$ cat config.mk
export PLATFORM = sky130hd
export DESIGN_NAME = alternating_bit_receiver_unit
export DESIGN_NICKNAME = d
export VERILOG_FILES = /design/src/rtl/abr_pkg.sv /design/src/rtl/abr_front.sv /design/src/rtl/abr_queue.sv /design/src/rtl/abr_back.sv /design/src/rtl/alternating_bit_receiver_unit.sv
export VERILOG_INCLUDE_DIRS = /design/src /design/src/rtl
export SDC_FILE = /design/constraint.sdc
export NUM_CORES = 2
export LEC_CHECK = 0
export BUFFER_PORTS_ARGS = -buffer_cell sky130_fd_sc_hd__clkbuf_2
export CORE_MARGIN = 10
export CORE_UTILIZATION = 40
export CTS_BUF_LIST = sky130_fd_sc_hd__clkbuf_4
export CTS_CLUSTER_DIAMETER = 60
export DETAILED_ROUTE_END_ITERATION = 10
export MAX_ROUTING_LAYER = met4
export SYNTH_ARGS = -nofsm -noshare
export SYNTH_HDL_FRONTEND = slang
export SYNTH_SLANG_ARGS = --single-unit
$ cat constraint.sdc
create_clock -name clk -period 24.6 [get_ports clk]
set_input_delay 1.23 -clock clk [delete_from_list [all_inputs] [get_ports clk]]
set_output_delay 1.23 -clock clk [all_outputs]
set_load 0.01 [all_outputs]
$ cat src/rtl/alternating_bit_receiver_unit_macros.svh
// Assertion macros for the alternating-bit receiver.
// Used by the top level only; depends on a clock named clk and a reset named rst.
`ifndef ALTERNATING_BIT_RECEIVER_UNIT_MACROS_SVH
`define ALTERNATING_BIT_RECEIVER_UNIT_MACROS_SVH

// Same-cycle implication, checked outside reset.
`define ABR_ASSERT_NOW(label, ante, cons) \
  label: assert property (@(posedge clk) disable iff (rst) (ante) |-> (cons)) \
    else $error("abr: same-cycle check failed");

// Next-cycle implication, checked outside reset.
`define ABR_ASSERT_NEXT(label, ante, cons) \
  label: assert property (@(posedge clk) disable iff (rst) (ante) |=> (cons)) \
    else $error("abr: next-cycle check failed");

`endif

$ cat src/rtl/abr_pkg.sv
// Shared types and constants of the alternating-bit receiver.
// No dependencies; imported by every module of the block.
package abr_pkg;

  // Packet geometry and the ack number an accepted packet must carry.
  localparam int PAYLOAD_LEN  = 20;
  localparam int REQUIRED_ACK = 0;
  localparam int POS_W        = $clog2(PAYLOAD_LEN);
  localparam int WT_W         = $clog2(PAYLOAD_LEN + 1);
  localparam int PROD_W       = 8 + WT_W + 1;

  // Depth of the job queue between the front and the back.
  localparam int QUEUE_DEPTH = 2;
  localparam int QPTR_W      = $clog2(QUEUE_DEPTH);

  // Checksum weights of the header fields.
  localparam logic [31:0] ACK_WEIGHT = 32'd21;
  localparam logic [31:0] SEQ_WEIGHT = 32'd22;

  // Weighted sums of the reply patterns.
  localparam int          REPLY_LEN     = 19;
  localparam int          REPLY_WT_SUM  = REPLY_LEN * (REPLY_LEN + 1) / 2;
  localparam logic [31:0] ONES_PAT_SUM  = 32'(49 * REPLY_WT_SUM);
  localparam logic [31:0] ZEROS_PAT_SUM = 32'(48 * REPLY_WT_SUM);
  localparam logic [31:0] DUP_PAT_SUM   = 32'(68 * 1 + 85 * 2 + 80 * 3);

  // Result kind codes.
  localparam logic KIND_BYTE  = 1'b0;
  localparam logic KIND_REPLY = 1'b1;

  // Reply pattern codes.
  localparam logic [1:0] PAT_ONES  = 2'd0;
  localparam logic [1:0] PAT_DUP   = 2'd1;
  localparam logic [1:0] PAT_ZEROS = 2'd2;

  // Outcome of classifying one packet.
  typedef enum logic [2:0] {
    JOB_ACCEPT = 3'b001,
    JOB_DUP    = 3'b010,
    JOB_NAK    = 3'b100
  } job_kind_t;

  // One classified packet on its way to the back.
  typedef struct packed {
    job_kind_t                       kind;
    logic [PAYLOAD_LEN-1:0][7:0]     payload;
    logic [31:0]                     reply_seq;
    logic [31:0]                     reply_sum;
  } job_t;

  // Fill status of the job queue.
  typedef struct packed {
    logic empty;
    logic full;
  } q_status_t;

endpackage

$ cat src/rtl/abr_front.sv
// Front of the receiver: gathers payload bytes, accumulates the checksum and
// classifies each finished packet into a job. Depends on abr_pkg.
module abr_front import abr_pkg::*; (
  input  logic               clk,
  input  logic               rst,
  input  logic               push,
  output logic               full,
  input  logic signed [7:0]  payload_byte,
  input  logic signed [31:0] seq_field,
  input  logic signed [31:0] ack_field,
  input  logic signed [31:0] sum_field,
  input  logic               end_of_packet,
  input  q_status_t          q_status,
  output logic               job_push,
  output job_t               job
);

  // Gather stage state.
  logic [POS_W-1:0]            pos;
  logic [31:0]                 running_sum;
  logic [PAYLOAD_LEN-1:0][7:0] pbuf;
  logic [PAYLOAD_LEN-1:0]      pvalid;

  // Finished packet waiting for classification.
  logic                        done_valid;
  logic [PAYLOAD_LEN-1:0][7:0] done_payload;
  logic [31:0]                 done_sum;
  logic [31:0]                 done_hdr;
  logic [31:0]                 done_seq;
  logic [31:0]                 done_seq22;
  logic [31:0]                 done_sumf;
  logic                        done_ack_ok;

  // Classification state.
  logic                        expected_bit;
  logic [PAYLOAD_LEN-1:0][7:0] remembered_payload;
  logic [31:0]                 remembered_sum;

  logic                        accept;
  logic                        last;
  logic [WT_W-1:0]             wt;
  logic signed [PROD_W-1:0]    prod;
  logic [31:0]                 sum_now;
  logic [31:0]                 ack_u;
  logic [31:0]                 seq_u;
  logic [PAYLOAD_LEN-1:0][7:0] merged;
  logic [31:0]                 chk;
  logic                        pass;
  logic                        dup;
  logic                        str_eq;
  logic                        seen_zero;

  // A packet waits in the done registers while the queue is full.
  assign full     = done_valid && q_status.full;
  assign accept   = push && !full;
  assign job_push = done_valid && !q_status.full;

  // Weighted byte contribution and header terms.
  assign wt      = WT_W'(pos) + WT_W'(1);
  assign prod    = $signed(payload_byte) * $signed({1'b0, wt});
  assign sum_now = running_sum + {{(32 - PROD_W){prod[PROD_W-1]}}, prod};
  assign ack_u   = ack_field;
  assign seq_u   = seq_field;
  assign last    = end_of_packet || (pos == POS_W'(PAYLOAD_LEN - 1));

  // Full payload of the packet that ends now; bytes never written read as zero.
  always_comb begin
    for (int i = 0; i < PAYLOAD_LEN; i++) begin
      if (POS_W'(i) == pos) begin
        merged[i] = payload_byte;
      end else if (pvalid[i]) begin
        merged[i] = pbuf[i];
      end else begin
        merged[i] = 8'd0;
      end
    end
  end

  // Gather control.
  always_ff @(posedge clk) begin
    if (rst) begin
      pos         <= '0;
      running_sum <= '0;
      pvalid      <= '0;
      done_valid  <= 1'b0;
    end else begin
      // A new finished packet refills the done registers as the old one leaves.
      if (accept && last) begin
        done_valid <= 1'b1;
      end else if (job_push) begin
        done_valid <= 1'b0;
      end
      if (accept) begin
        if (last) begin
          pos         <= '0;
          running_sum <= '0;
          pvalid      <= '0;
        end else begin
          pos         <= pos + POS_W'(1);
          running_sum <= sum_now;
          pvalid[pos] <= 1'b1;
        end
      end
    end
  end

  // Gather payload and the snapshot of a finished packet.
  always_ff @(posedge clk) begin
    if (accept) begin
      pbuf[pos] <= payload_byte;
    end
    if (accept && last) begin
      done_payload <= merged;
      done_sum     <= sum_now;
      done_hdr     <= ack_u * ACK_WEIGHT + seq_u * SEQ_WEIGHT;
      done_seq     <= seq_u;
      done_seq22   <= seq_u * SEQ_WEIGHT;
      done_sumf    <= sum_field;
      done_ack_ok  <= (ack_u == 32'(REQUIRED_ACK));
    end
  end

  // String compare against the remembered packet, ending at the first zero byte.
  always_comb begin
    str_eq    = 1'b1;
    seen_zero = 1'b0;
    for (int i = 0; i < PAYLOAD_LEN; i++) begin
      if (!seen_zero && (done_payload[i] != remembered_payload[i])) begin
        str_eq = 1'b0;
      end
      if (done_payload[i] == 8'd0) begin
        seen_zero = 1'b1;
      end
    end
  end

  // Accept and duplicate tests.
  assign chk  = done_sum + done_hdr;
  assign pass = (chk == done_sumf) && (done_seq == {31'd0, expected_bit}) && done_ack_ok;
  assign dup  = str_eq && (done_sumf == remembered_sum);

  // Build the job for the back.
  always_comb begin
    job.payload = done_payload;
    if (pass) begin
      job.kind      = JOB_ACCEPT;
      job.reply_seq = {31'd0, expected_bit};
      job.reply_sum = ONES_PAT_SUM + ACK_WEIGHT + (expected_bit ? SEQ_WEIGHT : 32'd0);
    end else if (dup) begin
      job.kind      = JOB_DUP;
      job.reply_seq = done_seq;
      job.reply_sum = DUP_PAT_SUM + ACK_WEIGHT + done_seq22;
    end else begin
      job.kind      = JOB_NAK;
      job.reply_seq = {31'd0, expected_bit};
      job.reply_sum = ZEROS_PAT_SUM + (expected_bit ? SEQ_WEIGHT : 32'd0);
    end
  end

  // An accepted packet is remembered and flips the expected bit.
  always_ff @(posedge clk) begin
    if (rst) begin
      expected_bit       <= 1'b0;
      remembered_payload <= '0;
      remembered_sum     <= '0;
    end else if (job_push && pass) begin
      expected_bit       <= ~expected_bit;
      remembered_payload <= done_payload;
      remembered_sum     <= done_sumf;
    end
  end

endmodule

$ cat src/rtl/abr_queue.sv
// Short job queue between the front and the back of the receiver.
// Depends on abr_pkg for the job type and the queue depth.
module abr_queue import abr_pkg::*; (
  input  logic      clk,
  input  logic      rst,
  input  logic      push,
  input  job_t      wr_job,
  input  logic      pop,
  output job_t      head,
  output q_status_t status
);

  job_t              slots [QUEUE_DEPTH];
  logic [QPTR_W-1:0] wr_ptr;
  logic [QPTR_W-1:0] rd_ptr;
  logic [QPTR_W:0]   count;
  logic              do_push;
  logic              do_pop;

  assign status.empty = (count == '0);
  assign status.full  = (count == (QPTR_W + 1)'(QUEUE_DEPTH));
  assign do_push      = push && !status.full;
  assign do_pop       = pop && !status.empty;
  assign head         = slots[rd_ptr];

  // Pointers and fill count.
  always_ff @(posedge clk) begin
    if (rst) begin
      wr_ptr <= '0;
      rd_ptr <= '0;
      count  <= '0;
    end else begin
      if (do_push) begin
        wr_ptr <= wr_ptr + QPTR_W'(1);
      end
      if (do_pop) begin
        rd_ptr <= rd_ptr + QPTR_W'(1);
      end
      if (do_push && !do_pop) begin
        count <= count + (QPTR_W + 1)'(1);
      end else if (do_pop && !do_push) begin
        count <= count - (QPTR_W + 1)'(1);
      end
    end
  end

  // Job storage.
  always_ff @(posedge clk) begin
    if (do_push) begin
      slots[wr_ptr] <= wr_job;
    end
  end

endmodule

$ cat src/rtl/abr_back.sv
// Back of the receiver: turns queued jobs into result transfers through an
// output register. Depends on abr_pkg.
module abr_back import abr_pkg::*; (
  input  logic               clk,
  input  logic               rst,
  input  job_t               head,
  input  q_status_t          q_status,
  output logic               deq,
  input  logic               pop,
  output logic               empty,
  output logic               kind,
  output logic signed [7:0]  data_byte,
  output logic signed [31:0] reply_seq,
  output logic               reply_ack,
  output logic [1:0]         reply_pattern,
  output logic signed [31:0] reply_sum,
  output logic               final_result
);

  logic            out_valid;
  logic [WT_W-1:0] idx;
  logic            load;
  logic            issue;
  logic            is_byte;
  logic            ack_bit;
  logic [1:0]      pat;

  logic            r_kind;
  logic [7:0]      r_data;
  logic [31:0]     r_seq;
  logic            r_ack;
  logic [1:0]      r_pat;
  logic [31:0]     r_sum;
  logic            r_final;

  // The output register refills when empty or when its result is taken.
  assign load    = !out_valid || pop;
  assign issue   = load && !q_status.empty;
  assign is_byte = (head.kind == JOB_ACCEPT) && (idx < WT_W'(PAYLOAD_LEN));
  assign deq     = issue && !is_byte;

  // Reply header fields by outcome.
  always_comb begin
    case (head.kind)
      JOB_ACCEPT: begin
        ack_bit = 1'b1;
        pat     = PAT_ONES;
      end
      JOB_DUP: begin
        ack_bit = 1'b1;
        pat     = PAT_DUP;
      end
      JOB_NAK: begin
        ack_bit = 1'b0;
        pat     = PAT_ZEROS;
      end
      default: begin
        ack_bit = 1'b0;
        pat     = PAT_ZEROS;
      end
    endcase
  end

  // Sequencing of bytes and reply within one job.
  always_ff @(posedge clk) begin
    if (rst) begin
      out_valid <= 1'b0;
      idx       <= '0;
    end else if (load) begin
      out_valid <= !q_status.empty;
      if (issue) begin
        idx <= is_byte ? idx + WT_W'(1) : '0;
      end
    end
  end

  // Result register.
  always_ff @(posedge clk) begin
    if (issue) begin
      if (is_byte) begin
        r_kind  <= KIND_BYTE;
        r_data  <= head.payload[idx[POS_W-1:0]];
        r_seq   <= '0;
        r_ack   <= 1'b0;
        r_pat   <= PAT_ONES;
        r_sum   <= '0;
        r_final <= 1'b0;
      end else begin
        r_kind  <= KIND_REPLY;
        r_data  <= '0;
        r_seq   <= head.reply_seq;
        r_ack   <= ack_bit;
        r_pat   <= pat;
        r_sum   <= head.reply_sum;
        r_final <= 1'b1;
      end
    end
  end

  assign empty         = !out_valid;
  assign kind          = r_kind;
  assign data_byte     = r_data;
  assign reply_seq     = r_seq;
  assign reply_ack     = r_ack;
  assign reply_pattern = r_pat;
  assign reply_sum     = r_sum;
  assign final_result  = r_final;

endmodule

$ cat src/rtl/alternating_bit_receiver_unit.sv
// Top level of the alternating-bit receiver: front, job queue and back.
// Depends on abr_pkg, abr_front, abr_queue, abr_back and the macros header.
//
//   Channel   Handshake       Moves
//   input     push / full     payload_byte, seq_field, ack_field, sum_field, end_of_packet
//   result    pop / empty     kind, data_byte, reply_seq, reply_ack, reply_pattern,
//                             reply_sum, final_result
//
// One payload byte transfer is taken every cycle while full is low; the front's
// byte multiply-add sets this. A finished packet is classified from the done
// registers and queued. An accepted packet gives PAYLOAD_LEN + 1 results at one
// per cycle while pop is high, any other packet one result; the back sets that rate.
// full rises only while a classified packet waits on a full job queue.
// Reset (rst, synchronous) empties the queue and the output register and clears the
// expected bit, the checksum and the remembered packet.
`include "alternating_bit_receiver_unit_macros.svh"
module alternating_bit_receiver_unit import abr_pkg::*; (
  input  logic               clk,
  input  logic               rst,
  input  logic               push,
  output logic               full,
  input  logic signed [7:0]  payload_byte,
  input  logic signed [31:0] seq_field,
  input  logic signed [31:0] ack_field,
  input  logic signed [31:0] sum_field,
  input  logic               end_of_packet,
  input  logic               pop,
  output logic               empty,
  output logic               kind,
  output logic signed [7:0]  data_byte,
  output logic signed [31:0] reply_seq,
  output logic               reply_ack,
  output logic [1:0]         reply_pattern,
  output logic signed [31:0] reply_sum,
  output logic               final_result
);

  logic      job_push;
  job_t      job;
  job_t      head;
  q_status_t q_status;
  logic      deq;

  // Byte gathering and packet classification.
  abr_front u_front (
    .clk           (clk),
    .rst           (rst),
    .push          (push),
    .full          (full),
    .payload_byte  (payload_byte),
    .seq_field     (seq_field),
    .ack_field     (ack_field),
    .sum_field     (sum_field),
    .end_of_packet (end_of_packet),
    .q_status      (q_status),
    .job_push      (job_push),
    .job           (job)
  );

  // Jobs between front and back.
  abr_queue u_queue (
    .clk    (clk),
    .rst    (rst),
    .push   (job_push),
    .wr_job (job),
    .pop    (deq),
    .head   (head),
    .status (q_status)
  );

  // Result generation.
  abr_back u_back (
    .clk           (clk),
    .rst           (rst),
    .head          (head),
    .q_status      (q_status),
    .deq           (deq),
    .pop           (pop),
    .empty         (empty),
    .kind          (kind),
    .data_byte     (data_byte),
    .reply_seq     (reply_seq),
    .reply_ack     (reply_ack),
    .reply_pattern (reply_pattern),
    .reply_sum     (reply_sum),
    .final_result  (final_result)
  );

  // The front only stalls input when a classified packet faces a full queue.
  `ABR_ASSERT_NOW(a_full_needs_jobs, full, !q_status.empty)
  // A byte result is never the last result of its packet.
  `ABR_ASSERT_NOW(a_byte_not_final, !empty && kind == KIND_BYTE, !final_result)
  // Only a NAK carries a zero ack number.
  `ABR_ASSERT_NOW(a_ack_matches_pattern, !empty && kind == KIND_REPLY,
    reply_ack == (reply_pattern != PAT_ZEROS))
  // Taking a non-final result makes the next result of the same packet ready at once.
  `ABR_ASSERT_NEXT(a_packet_unbroken, !empty && pop && !final_result, !empty)

endmodule

==> flow_summary.ini <==
[run_status]
status = finished, final reports clean

[critical_path]
cp-start-kind = register
required_ps = 25720
reg2regPathDepth = 27
regToRegSetupSlack_ps = 16110
cp_max_fo = 21
path_class = register to register
r2r-end = u_front.running_sum[31]$_SDFFE_PP0P_
arrival_ps = 9610
endpoint_kind = register
r2r-start = u_front.pos[0]$_SDFFE_PP0P_

[layout]
area_growth_pct = 12.3
multi_input_area_mm2 = 0.0243
drive_gt1_share_pct = 16.0
fillerInstances = 14200
regArea_mm2 = 0.0356
fin_nets = 5952

[synth]
ys_warn_count = 0
synth-seq-area-share_pct = 57.3
ys_ff_latch = 1271
synth-edff-count = 1009
netlist_instances = 5092
synth.top_cell.area_share_pct = 48.8
syn-num-nets = 5555
avgSynthCellArea_um2 = 12.2
synth_top_area_cell = edfxtp_1
synth_cell_types = 80
netlist_area_mm2 = 0.0620
post-synth-top-count-cell = edfxtp_1
synth_commonest_cells = 1009 x edfxtp_1, 807 x nand2_1, 344 x inv_1
ys_top_cells_by_area = edfxtp_1 49%, dfxtp_1 8.5%, ha_1 4.9%
yosys_most_used_dff = edfxtp_1
async_reset_ff_share_pct = 0

[cts]
cts_root_buffer = clkbuf_4
cts_max_path_buffers = 4
clock_sinks = 1271
cts_setup_buffers = 0
cts-resized-gates = 0
htree_levels = 5
worstSkewPairLatency_ps = 1290
cts_tree = done
ctsHoldBuffers = 23
cts_made_buffers = 356
clk_pin_slew_ps = 60

[timing]
rsz0062_at_grt = false
finalSetupViolCount = 0
finalHoldViolCount = 0
setup_tns_ps = 0
finalMaxSlewViolations = 0
slew_headroom_pct = 15.8
final.setup.worst_slack_ps = 16110
post-route-min-period_ps = 8490
fin_skew_ps = 109
min_period_over_period_pct = 34.5
tightest_slew_ps = 1250
timing.fmax_ghz = 0.118

[floorplanning]
die_h_um = 414
floorplan.initialDensity_pct = 40.3
coreArea_mm2 = 0.154
die_area_mm2 = 0.171
die_width_um = 414
rows = 144
io_pins = 188

[power_and_ir_drop]
cellPowerDensity_mw_per_mm2 = 99.3
p_leak_nw = 25.8
peakVddDrop_mv = 0.0900

[global_routing]
antenna_found_initial = 9
grt-ovfl-total = 0
grt_first_pass_wirelength_um = 245000
track_usage_pct = 19.3
grt_max_degree = 198
grt_pass1_vias = 39800

[place]
hpwl_um = 113000
gp_congestion = 0.926
dp_slack_ps = 15820
io_buffers = 187

[detailed_routing]
drtPass1Iterations = 5
wl_per_cell_um = 20.9
drt_iter0_drc = 2939
drt-total-wl_um = 163000
dr_total_vias = 40400
drc = 0
ant_nets = 0
drt-vias-per-instance = 5.17

[hold_path]
min_from = sum_field[27]
hold_path_end = u_front.done_sumf[27]$_DFFE_PP_
min_path_type = input pin to register
holdPathStages = 1

[run]
maxCapViolations = 0
-- registers in the layout (all words and copies together), names as in the netlist, 5 cells and up, named ones only --
register                    count
u_back.idx                      5
u_front.job                   160
u_front.remembered_payload    160
u_front.done_sum               32
u_front.done_seq               32
u_front.done_sumf              32
u_front.running_sum            32
u_back.data_byte                8
u_front.remembered_sum         32
u_front.done_seq22             30
u_back.reply_seq               32
u_front.pos                     5
u_front.pbuf                  160
u_back.reply_sum               32
u_front.pvalid                 20
u_front.done_hdr               32
u_queue.slots                 454
-- cell families (layout without fill, tap and decap cells) --
logic type | after synthesis | in the layout | synth area share [%]
xor gates and xnor gates | 375 | 375 | 5.29
DFF | 1271 | 1271 | 57.3
and+or+nand+nor | 1543 | 1543 | 11.1
buffers and inverters | 564 | 1220 | 3.67
adders and majority gates | 354 | 354 | 8.46
other | 0 | 10 | 0
AOI/OAI and AO/OA | 605 | 605 | 6.10
muxes | 380 | 380 | 8.07
-- critical path, cell delays in order, from the launching register on --
cell       delay, ps
dfxtp_1          590
ha_1             330
xor2_1           670
nand2_1          150
fa_1             480
fa_1             500
fa_1             490
inv_1             40
ha_1             300
a21o_1           190
a21oi_1          210
nor2b_1           80
o21a_1           190
o41ai_1          420
o21ai_0          250
xnor2_2          170
buf_4            300
ha_1             340
a21oi_1          300
nand2_1          100
a221o_1          360
or4_1            390
o21ai_0          380
o2111ai_1        240
a211oi_1         360
o31ai_1          140
xnor2_1          160
a32o_1           210
-- placed cells by master, fill, tap and decap left out, drive strengths merged, types with 10 or more instances in the layout --
cell type       n
a211oi         18
a21o           37
a21oi         120
a22o           10
a22oi          30
a31oi          14
and2           31
and3           57
buf            47
clkbuf        717
clkinv         82
dfxtp         262
diode          10
dlygate4sd3    23
edfxtp       1009
fa            109
ha            245
inv           347
mux2i         280
mux4           96
nand2         807
nand2b         21
nand3          53
nand4          62
nor2          281
nor2b          36
nor3           48
nor4           86
o211ai         13
o21a           16
o21ai         233
o21bai         19
or3            13
or4            16
xnor2         215
xor2          160
-- final cells by class --
cell class / instances / area share (%)
antenna: 10 / 0.0359
clock buffer: 530 / 5.71
clock inverter: 87 / 0.652
inverter: 346 / 1.89
multi-input combinational: 3257 / 34.8
sequential: 1271 / 51.0
tap: 2044 / 3.67
timing repair buffer: 257 / 2.23
-- through the flow --
stage / instance area, µm² / utilization [%] / hold WS (ps) / power, W / instances
finish: 69700 / 45.2 / 153 / 0.00692 / 7802
global route: 69700 / 45.2 / 30.8 / 0.00735 / 7802
CTS: 69700 / 45.2 / 2.27 / 0.00697 / 7792
detailed placement: 65000 / 42.2 / 458 / 0.00502 / 7152
global placement: 65000 / 42.2 / 453 / 0.00502 / 7152
floorplan: 62000 / - / 446 / 0.00431 / 5092
-- per-layer routing --
| metal | vias to the layer above | track usage (%) | routed length [µm] |
|---|---|---|---|
| met4 | 0 | 5.73 | 3710 |
| met5 | - | - | 0 |
| met2 | 1133 | 29.3 | 75100 |
| li1 | 19200 | - | - |
| met3 | 217 | 3.73 | 9430 |
| met1 | 19800 | 26.1 | 74400 |
-- how the worst max path moves through the flow --
stage | depth (start not counted) | startpoint | slack (ps) | to
6_report | 27 | u_front.pos[0]$_SDFFE_PP0P_ | 16110 | u_front.running_sum[31]$_SDFFE_PP0P_
2_1_floorplan | 3 | u_queue.count[0]$_SDFFE_PP0P_ | 13730 | u_queue.slots[0][0]$_DFFE_PP_
3_3_place_gp | 27 | payload_byte[5] | 15920 | u_front.running_sum[29]$_SDFFE_PP0P_
4_1_cts | 27 | u_front.pos[0]$_SDFFE_PP0P_ | 16160 | u_front.running_sum[31]$_SDFFE_PP0P_
5_1_grt | 27 | u_front.pos[0]$_SDFFE_PP0P_ | 15540 | u_front.running_sum[29]$_SDFFE_PP0P_
3_5_place_dp | 27 | payload_byte[5] | 15820 | u_front.running_sum[31]$_SDFFE_PP0P_
-- report_power, final --
| part | total [W] | switching [W] | internal, W |
|---|---|---|---|
| Clock | 0.00190 | 0.000875 | 0.00102 |
| Combinational | 0.00233 | 0.00145 | 0.000888 |
| Sequential | 0.00269 | 0.000117 | 0.00257 |
| Total | 0.00692 | 0.00244 | 0.00448 |
Note: power is estimated with default switching activity, not from simulation.
